## src/rtl/sli_pkg.sv

```systemverilog
// ----------------------------------------------------------------------------
// sli_pkg
// Shared constants, codes and control types of the sorted list unit.
// ----------------------------------------------------------------------------
package sli_pkg;

  // Storage geometry.
  localparam int CAPACITY  = 64;
  localparam int ADDR_W    = $clog2(CAPACITY);
  localparam int CNT_W     = $clog2(CAPACITY + 1);

  // Field widths of the stream words.
  localparam int DATA_W      = 32;
  localparam int POS_W       = 6;
  localparam int FUNC_W      = 2;
  localparam int COUNT_OUT_W = 7;
  localparam int POS_CMP_W   = (CNT_W > POS_W) ? CNT_W : POS_W;

  localparam int IN_FIELDS_W  = DATA_W + POS_W;
  localparam int IN_TDATA_W   = ((IN_FIELDS_W + 7) / 8) * 8;
  localparam int OUT_FIELDS_W = DATA_W + COUNT_OUT_W + 2;
  localparam int OUT_TDATA_W  = ((OUT_FIELDS_W + 7) / 8) * 8;

  // Operation codes carried in the input tuser.
  typedef enum logic [FUNC_W-1:0] {
    FUNC_INSERT = 2'd0,
    FUNC_REMOVE = 2'd1,
    FUNC_READ   = 2'd2
  } func_t;

  // Controller states.
  typedef enum logic [2:0] {
    ST_IDLE,
    ST_SETUP,
    ST_WALK,
    ST_PLACE,
    ST_RESULT
  } state_t;

  // Commands from the controller to the datapath.
  typedef struct packed {
    logic capture;
    logic setup;
    logic walk;
    logic place;
    logic finish;
  } cmd_t;

  // Status from the datapath to the controller.
  typedef struct packed {
    logic need_walk;
    logic need_place;
    logic walk_done;
    logic out_free;
  } stat_t;

endpackage

```

## src/rtl/sorted_list_insert_remove_unit.sv

```systemverilog
// ----------------------------------------------------------------------------
// sorted_list_insert_remove_unit
// Ascending list of signed 32-bit values with insert, remove and read.
// ----------------------------------------------------------------------------
// The input channel takes one command word at a time: in_tuser selects the
// operation (insert, remove or read) and in_tdata carries the value and the
// read position. Each command yields exactly one result word on the output
// channel with the read value, the entry count after the operation, an
// applied flag and a flag for an insert refused because the list is full.
// The entries sit in a single-port-write, registered-read memory that is
// walked one entry per cycle. An insert walks down from the top entry,
// moving every larger entry up by one, and stops at the first entry not
// above the value or at the bottom. A remove scans the whole list, closing
// the gap behind the match. A valid read is a single access; refused or
// unknown commands, reads past the count and removes from an empty list
// skip the walk. The next word is accepted in the cycle after the result is
// registered. Reset clears the entry count, so the list starts empty and
// needs no clearing pass. The result word is held in an output register;
// while the receiver stalls, the next command may still be accepted and
// worked on, and it waits at its end until the held word is taken.
// ----------------------------------------------------------------------------
module sorted_list_insert_remove_unit (
  input  logic                            clk,
  input  logic                            rst_n,
  input  logic                            in_tvalid,
  output logic                            in_tready,
  // value [31:0], position [37:32], zero padding above
  input  logic [sli_pkg::IN_TDATA_W-1:0]  in_tdata,
  // func [1:0]
  input  logic [sli_pkg::FUNC_W-1:0]      in_tuser,
  output logic                            out_tvalid,
  input  logic                            out_tready,
  // read_value [31:0], count [38:32], applied [39], full_res [40],
  // zero padding above
  output logic [sli_pkg::OUT_TDATA_W-1:0] out_tdata
);

  sli_pkg::cmd_t  cmd;
  sli_pkg::stat_t st;

  // The sequencer decides which step runs; the datapath owns all storage.
  sli_ctrl u_ctrl (
    .clk       (clk),
    .rst_n     (rst_n),
    .in_tvalid (in_tvalid),
    .in_tready (in_tready),
    .st        (st),
    .cmd       (cmd)
  );

  sli_dp u_dp (
    .clk        (clk),
    .rst_n      (rst_n),
    .cmd        (cmd),
    .st         (st),
    .in_tdata   (in_tdata),
    .in_tuser   (in_tuser),
    .out_tvalid (out_tvalid),
    .out_tready (out_tready),
    .out_tdata  (out_tdata)
  );

endmodule

```

## src/rtl/sli_ctrl.sv

```systemverilog
// ----------------------------------------------------------------------------
// sli_ctrl
// Sequencer of the sorted list unit: steps one operation through setup,
// memory walk, placement and result hand-off.
// ----------------------------------------------------------------------------
module sli_ctrl (
  input  logic           clk,
  input  logic           rst_n,
  input  logic           in_tvalid,
  output logic           in_tready,
  input  sli_pkg::stat_t st,
  output sli_pkg::cmd_t  cmd
);

  sli_pkg::state_t state_r;
  sli_pkg::state_t state_nxt;

  always_ff @(posedge clk) begin
    if (!rst_n) begin
      state_r <= sli_pkg::ST_IDLE;
    end else begin
      state_r <= state_nxt;
    end
  end

  always_comb begin
    state_nxt = state_r;
    case (state_r)
      sli_pkg::ST_IDLE: begin
        if (in_tvalid) begin
          state_nxt = sli_pkg::ST_SETUP;
        end
      end
      sli_pkg::ST_SETUP: begin
        if (st.need_walk) begin
          state_nxt = sli_pkg::ST_WALK;
        end else if (st.need_place) begin
          state_nxt = sli_pkg::ST_PLACE;
        end else begin
          state_nxt = sli_pkg::ST_RESULT;
        end
      end
      sli_pkg::ST_WALK: begin
        if (st.walk_done) begin
          state_nxt = st.need_place ? sli_pkg::ST_PLACE : sli_pkg::ST_RESULT;
        end
      end
      sli_pkg::ST_PLACE: begin
        state_nxt = sli_pkg::ST_RESULT;
      end
      sli_pkg::ST_RESULT: begin
        if (st.out_free) begin
          state_nxt = sli_pkg::ST_IDLE;
        end
      end
      default: begin
        state_nxt = sli_pkg::ST_IDLE;
      end
    endcase
  end

  always_comb begin
    in_tready   = 1'b0;
    cmd         = '0;
    case (state_r)
      sli_pkg::ST_IDLE: begin
        in_tready   = 1'b1;
        cmd.capture = in_tvalid;
      end
      sli_pkg::ST_SETUP: begin
        cmd.setup = 1'b1;
      end
      sli_pkg::ST_WALK: begin
        cmd.walk = 1'b1;
      end
      sli_pkg::ST_PLACE: begin
        cmd.place = 1'b1;
      end
      sli_pkg::ST_RESULT: begin
        cmd.finish = st.out_free;
      end
      default: begin
        cmd = '0;
      end
    endcase
  end

endmodule

```

## src/rtl/sli_dp.sv

```systemverilog
// ----------------------------------------------------------------------------
// sli_dp
// Datapath of the sorted list unit: entry memory, entry count, walk
// counters and the output word register.
// ----------------------------------------------------------------------------
module sli_dp (
  input  logic                               clk,
  input  logic                               rst_n,
  input  sli_pkg::cmd_t                      cmd,
  output sli_pkg::stat_t                     st,
  input  logic [sli_pkg::IN_TDATA_W-1:0]     in_tdata,
  input  logic [sli_pkg::FUNC_W-1:0]         in_tuser,
  output logic                               out_tvalid,
  input  logic                               out_tready,
  output logic [sli_pkg::OUT_TDATA_W-1:0]    out_tdata
);

  localparam int AW = sli_pkg::ADDR_W;
  localparam int CW = sli_pkg::CNT_W;
  localparam int DW = sli_pkg::DATA_W;
  localparam int PAD_W = sli_pkg::OUT_TDATA_W - sli_pkg::OUT_FIELDS_W;

  logic [DW-1:0] mem [sli_pkg::CAPACITY];

  // Operation registers.
  logic [sli_pkg::FUNC_W-1:0] op_r;
  logic signed [DW-1:0]       val_r;
  logic [sli_pkg::POS_W-1:0]  pos_r;
  logic [CW-1:0]              cnt_r;

  // Walk state: read issue side and evaluate side, which follows it in the next cycle.
  logic [AW-1:0] iss_idx_r;
  logic          iss_act_r;
  logic [AW-1:0] eval_idx_r;
  logic          eval_vld_r;
  logic [DW-1:0] rdata_r;
  logic          found_r;
  logic [AW-1:0] slot_r;
  logic [DW-1:0] rd_r;

  // Output word.
  logic                         out_vld_r;
  logic [DW-1:0]                out_rd_r;
  logic [sli_pkg::COUNT_OUT_W-1:0] out_cnt_r;
  logic                         out_app_r;
  logic                         out_full_r;

  logic          is_ins;
  logic          is_rem;
  logic          is_rd;
  logic          full;
  logic          pos_ok;
  logic [CW-1:0] cnt_last;
  logic          gt;
  logic          eq;
  logic          eval_last;
  logic          iss_last;
  logic          eval_step;
  logic          walk_done;
  logic          we;
  logic [AW-1:0] waddr;
  logic [DW-1:0] wdata;
  logic          applied;

  always_comb begin
    is_ins   = (op_r == sli_pkg::FUNC_INSERT);
    is_rem   = (op_r == sli_pkg::FUNC_REMOVE);
    is_rd    = (op_r == sli_pkg::FUNC_READ);
    full     = (cnt_r == CW'(sli_pkg::CAPACITY));
    pos_ok   = (sli_pkg::POS_CMP_W'(pos_r) < sli_pkg::POS_CMP_W'(cnt_r));
    cnt_last = cnt_r - CW'(1);
    gt       = ($signed(rdata_r) > val_r);
    eq       = (rdata_r == val_r);

    // An insert walks down and stops at the first entry not above the value
    // or at the bottom; a remove walks the whole list; a read is one access.
    if (is_ins) begin
      eval_last = gt ? (eval_idx_r == '0) : 1'b1;
      iss_last  = (iss_idx_r == '0);
    end else if (is_rem) begin
      eval_last = (CW'(eval_idx_r) == cnt_last);
      iss_last  = (CW'(iss_idx_r) == cnt_last);
    end else begin
      eval_last = 1'b1;
      iss_last  = 1'b1;
    end

    eval_step = cmd.walk && eval_vld_r;
    walk_done = eval_step && eval_last;

    we    = cmd.place || (eval_step && ((is_ins && gt) || (is_rem && found_r)));
    if (cmd.place) begin
      waddr = slot_r;
      wdata = val_r;
    end else begin
      waddr = is_ins ? (eval_idx_r + AW'(1)) : (eval_idx_r - AW'(1));
      wdata = rdata_r;
    end

    if (is_ins) begin
      applied = !full;
    end else if (is_rem) begin
      applied = found_r;
    end else if (is_rd) begin
      applied = pos_ok;
    end else begin
      applied = 1'b0;
    end

    st.need_walk  = (is_ins && !full && (cnt_r != '0)) ||
                    (is_rem && (cnt_r != '0)) ||
                    (is_rd && pos_ok);
    st.need_place = is_ins && !full;
    st.walk_done  = walk_done;
    st.out_free   = !out_vld_r || out_tready;
  end

  // Entry memory: one write port, one registered read port.
  always_ff @(posedge clk) begin
    if (we) begin
      mem[waddr] <= wdata;
    end
    rdata_r <= mem[iss_idx_r];
  end

  // Payload registers.
  always_ff @(posedge clk) begin
    if (cmd.capture) begin
      op_r  <= in_tuser;
      val_r <= in_tdata[DW-1:0];
      pos_r <= in_tdata[DW +: sli_pkg::POS_W];
    end
    if (cmd.setup) begin
      if (is_ins) begin
        iss_idx_r <= AW'(cnt_last);
      end else if (is_rem) begin
        iss_idx_r <= '0;
      end else begin
        iss_idx_r <= AW'(pos_r);
      end
      slot_r <= '0;
    end else if (cmd.walk && iss_act_r && !iss_last) begin
      iss_idx_r <= is_ins ? (iss_idx_r - AW'(1)) : (iss_idx_r + AW'(1));
    end
    if (cmd.walk && iss_act_r) begin
      eval_idx_r <= iss_idx_r;
    end
    if (eval_step && is_ins && !gt) begin
      slot_r <= eval_idx_r + AW'(1);
    end
    if (eval_step && is_rd) begin
      rd_r <= rdata_r;
    end
    if (cmd.finish) begin
      out_rd_r   <= (is_rd && pos_ok) ? rd_r : '0;
      out_app_r  <= applied;
      out_full_r <= is_ins && full;
      if (is_ins && !full) begin
        out_cnt_r <= sli_pkg::COUNT_OUT_W'(cnt_r + CW'(1));
      end else if (is_rem && found_r) begin
        out_cnt_r <= sli_pkg::COUNT_OUT_W'(cnt_last);
      end else begin
        out_cnt_r <= sli_pkg::COUNT_OUT_W'(cnt_r);
      end
    end
  end

  // Control registers.
  always_ff @(posedge clk) begin
    if (!rst_n) begin
      cnt_r      <= '0;
      iss_act_r  <= 1'b0;
      eval_vld_r <= 1'b0;
      found_r    <= 1'b0;
      out_vld_r  <= 1'b0;
    end else begin
      if (cmd.setup) begin
        iss_act_r  <= st.need_walk;
        eval_vld_r <= 1'b0;
        found_r    <= 1'b0;
      end else if (cmd.walk) begin
        if (walk_done) begin
          iss_act_r  <= 1'b0;
          eval_vld_r <= 1'b0;
        end else begin
          iss_act_r  <= iss_act_r && !iss_last;
          eval_vld_r <= iss_act_r;
        end
        if (eval_step && is_rem && eq) begin
          found_r <= 1'b1;
        end
      end
      if (cmd.finish) begin
        if (is_ins && !full) begin
          cnt_r <= cnt_r + CW'(1);
        end else if (is_rem && found_r) begin
          cnt_r <= cnt_last;
        end
        out_vld_r <= 1'b1;
      end else if (out_tready) begin
        out_vld_r <= 1'b0;
      end
    end
  end

  assign out_tvalid = out_vld_r;
  assign out_tdata  = {{PAD_W{1'b0}}, out_full_r, out_app_r, out_cnt_r, out_rd_r};

endmodule

```

## config.mk

```make
export PLATFORM = sky130hd
export DESIGN_NAME = sorted_list_insert_remove_unit
export DESIGN_NICKNAME = d
export VERILOG_FILES = /design/src/rtl/sli_pkg.sv /design/src/rtl/sorted_list_insert_remove_unit.sv /design/src/rtl/sli_ctrl.sv /design/src/rtl/sli_dp.sv
export SDC_FILE = /design/constraint.sdc
export NUM_CORES = 2
export LEC_CHECK = 0
export BUFFER_PORTS_ARGS = -buffer_cell sky130_fd_sc_hd__clkbuf_2
export CAP_MARGIN = 5
export CORE_UTILIZATION = 39
export DETAILED_ROUTE_END_ITERATION = 12
export PLACE_DENSITY = 0.56
export SYNTH_ARGS = -nofsm -noshare
export SYNTH_HDL_FRONTEND = slang
export SYNTH_SLANG_ARGS = --single-unit
```

## constraint.sdc

```tcl
create_clock -name clk -period 5.6 [get_ports clk]
set_input_delay 1.12 -clock clk [delete_from_list [all_inputs] [get_ports clk]]
set_output_delay 1.12 -clock clk [all_outputs]
set_load 0.02 [all_outputs]
```

==> reports/metrics.csv <==
metric;value;unit
Post-synth EDFFs;2179;
reg-to-reg setup timing slack;0.86;ns
pwr/cell area;396;mW/mm²
Netlist cell types;57;
cell area after layout;0.0981;mm²
Leak;30.8;nW
Clock Pin Slew Worst Setup and Hold Paths;0.06;ns
layout cells sized above 1;30.5;%
most used cell, CP;nor2_1;
HP Class;reg2reg;
DP HPWL;124;mm
Internal;29.3;mW
Final Hold Vio Count;0;
Placer Congestion;0.857;
setup violators final;0;
CORE AREA;0.220;mm²
Fill cells;18400;
Setup Total Neg Slack;0;ns
total number of vias;39800;
Vias/cell;5.59;
final slew viol count;0;
FF-to-FF End;u_dp.mem[29][12];
Hold Slack;0.448;ns
Post-CTS Resized;0;
Pre-Repair DR Iteration Count;5;
Max Clock Skew;0.0381;ns
Starting Density;39.2;%
First DRT Iteration DRCs;4155;
Clock Root Buffer;clkbuf_16;
largest net degree at the start of global routing;127;
DR WL/cell;29.3;µm
Clk pwr share;36.3;%
Sink Count;2225;
sequential share of power;51.5;%
Slowest-stage cell, CP;nor3_2;
Hold EP;u_dp.rd_r[0];
Yosys reg bits;2225;
Yosys warnings;0;
first-pass GRT wire length;300;mm
final net count;4164;
H-Tree Depth;4;
Post-synth ARST share;0;%
setup bufs post-CTS;0;
worst-skew pair later-pin latency;0.85;ns
combinational share of power;12.2;%
Final min period;4.74;ns
io pins;96;
multiplexer share of the synthesized area;17.1;%
Seq/Total Area, Yosys;77.1;%
Post-DRT Antenna Nets;0;
max cap viols;0;
syn avg cell area;22.7;µm²
final setup margin;0.863;ns
Sw Pwr;9.55;mW
initial antenna violation count;13;
worst flop-to-flop path startpoint;u_dp.rdata_r[31];
fmax;211;MHz
Layout area overhead;14.0;%
# DRC;0;
Worst slew margin;16.5;%
status;finished, final reports clean;
synthesized-area fraction occupied by xor and xnor cells;0.336;%
final WL;209;mm
Syn Inst Count;3793;
VDD IR max;0.000353;V
RSZ-0062 raised after global routing;no;
Die X;472;µm
Sw Share;24.6;%
die area;0.222;mm²
Rows;172;
hold_sp;u_dp.rdata_r[0];
chip height;472;µm
CP peak stage delay;0.91;ns
Crit. Startpoint;u_dp.rdata_r[31];
crit start category;flip-flop;
crit path kind;reg2reg;
crit path DAT;5.21;ns
PortBufs;86;
CTS Hold Buffers Added;0;
total track usage;18.9;%
largest family of logic cells by synthesized area;multiplexers;
vias in the first global route;40400;
pre-CTS setup slack;0.812;ns
worst-path maximum fanout;23;
crit share post-route;84.6;%
placed cell area;0.0913;mm²
worst slew pin tran;1.24;ns
TritonCTS Buffers;220;
Worst EP required;6.07;ns
Worst Reg2Reg Path Length in Cells;9;
Crit. End Element;flip-flop;
post-synthesis simple-gate area fraction;1.76;%
crit-path cells;ha_1 -> nand4_1 -> nor4_1 -> nor2_1 -> a31oi_1 -> nor2_1 -> o41a_2 -> nor3_2 -> buf_4;
Main synth FF type;edfxtp_1;
Synth Area in Adders;0.678;%
CTS tree;yes;
Synth Area in Compound Gates;1.61;%
Congestion Overflow GR;0;
clk buf depth;3;
Mapped Area;0.0860;mm²
worst hold stages;0;
stage by stage:
step | power (mW) | std cells | util (%)
6_report | 38.8 | 7125 | 44.7
3_5_place_dp | 25.1 | 6721 | 41.6
4_1_cts | 39.2 | 7122 | 44.7
3_3_place_gp | 25.0 | 6721 | 41.6
5_1_grt | 40.1 | 7123 | 44.7
2_1_floorplan | 23.2 | 3799 | -
flip-flops by register name (all words and copies together), names as in the netlist, 2 cells and up:
signal and cells:
u_dp.mem 2048, u_dp.out_rd_r 32, u_dp.rd_r 32, u_dp.rdata_r 32, u_dp.val_r 32, u_dp.cnt_r 7
u_dp.out_cnt_r 7, u_dp.eval_idx_r 6, u_dp.iss_idx_r 6, u_dp.pos_r 6, u_dp.slot_r 6, u_ctrl.state_r 3
u_dp.op_r 2
synth_stat cells, types with 45 or more instances:
| master | number | share of area, % |
|---|---|---|
| a21oi_1 | 66 | 0.38 |
| buf_2 | 67 | 0.39 |
| clkbuf_1 | 86 | 0.38 |
| dfxtp_1 | 46 | 1.1 |
| edfxtp_1 | 2179 | 76 |
| ha_1 | 45 | 0.65 |
| inv_1 | 50 | 0.22 |
| mux2i_1 | 51 | 0.59 |
| mux4_2 | 624 | 16 |
| nand2_1 | 85 | 0.37 |
| nor2_1 | 53 | 0.23 |
| nor3_1 | 75 | 0.44 |
| o21ai_0 | 69 | 0.40 |
worst max-delay path: cells and delay by family (launching register included):
kind            cells  cell delay (ns)
simple gates        5             2.05
flops               1             0.37
compound gates      2             0.92
fa+ha+maj           1             0.41
buf+inv             1             0.55
cell type report:
cell class	instances	area [µm²]	share of cell area, %
multi-input combinational	1315	19200	19.6
sequential	2225	66400	67.7
tap	2871	3590	3.66
timing repair buffer	260	1890	1.92
clock inverter	113	920	0.938
inverter	50	188	0.191
clock buffer	288	5900	6.01
antenna	3	7.51	0.00765
routing by layer:
metal / up-vias / wire length (µm) / global-route usage [%]
met3: 289 / 14700 / 3.72
met1: 21600 / 91600 / 27.5
met4: 0 / 5030 / 4.90
met5: - / 0 / 0
li1: 16600 / - / -
met2: 1322 / 97500 / 29.0
worst max path at each step:
stage / to / depth (start not counted)
after CTS: u_dp.mem[30][12] / 10
after global placement: u_dp.mem[30][12] / 10
after detailed placement: u_dp.mem[29][12] / 10
after global routing: u_dp.mem[28][12] / 9
after floorplan: u_dp.mem[10][0] / 11
final: u_dp.mem[29][12] / 9
placed cells by master, fill, tap and decap left out, types with 6 or more instances in the layout:
master / synthesis / routed
nand3_1: 14 / 14
clkbuf_16: 0 / 224
a21boi_0: 6 / 6
a21oi_1: 66 / 66
nand2_1: 85 / 84
clkinv_1: 0 / 51
inv_1: 50 / 49
a31oi_1: 6 / 6
clkinv_2: 0 / 35
bufinv_16: 0 / 14
clkbuf_2: 0 / 86
nand2b_1: 7 / 7
o22ai_1: 18 / 18
mux2i_1: 51 / 51
o21ai_4: 0 / 32
and3_1: 7 / 7
xnor2_1: 26 / 26
nor2b_1: 8 / 8
o221ai_1: 16 / 16
mux4_2: 624 / 624
dfxtp_1: 46 / 46
edfxtp_1: 2179 / 2179
and2_1: 37 / 36
conb_1: 1 / 7
ha_1: 45 / 45
nor2_1: 53 / 53
o21ai_0: 69 / 37
clkbuf_1: 86 / 59
buf_12: 0 / 12
xor2_1: 7 / 7
nor3_2: 0 / 64
nor3_1: 75 / 11
inv_6: 0 / 6
nand4_1: 8 / 8
buf_4: 12 / 162
mux2_2: 16 / 16
cell families after synthesis:
group | after synthesis
other cells | 1
compound gates | 225
mux | 691
fa+ha+maj | 46
buf+inv | 259
xor+xnor | 33
simple gates | 313
flops | 2225
power groups by stage:
| stage | clock (mW) | combinational (mW) | sequential (mW) |
|---|---|---|---|
| global route | 15.1 | 5.07 | 20.0 |
| CTS | 14.4 | 4.77 | 20.0 |
| floorplan | 0 | 2.64 | 20.6 |
| detailed placement | 0 | 4.77 | 20.4 |
| finish | 14.1 | 4.73 | 20.0 |
| global placement | 0 | 4.64 | 20.3 |
Note: power is estimated with default switching activity, not from simulation.
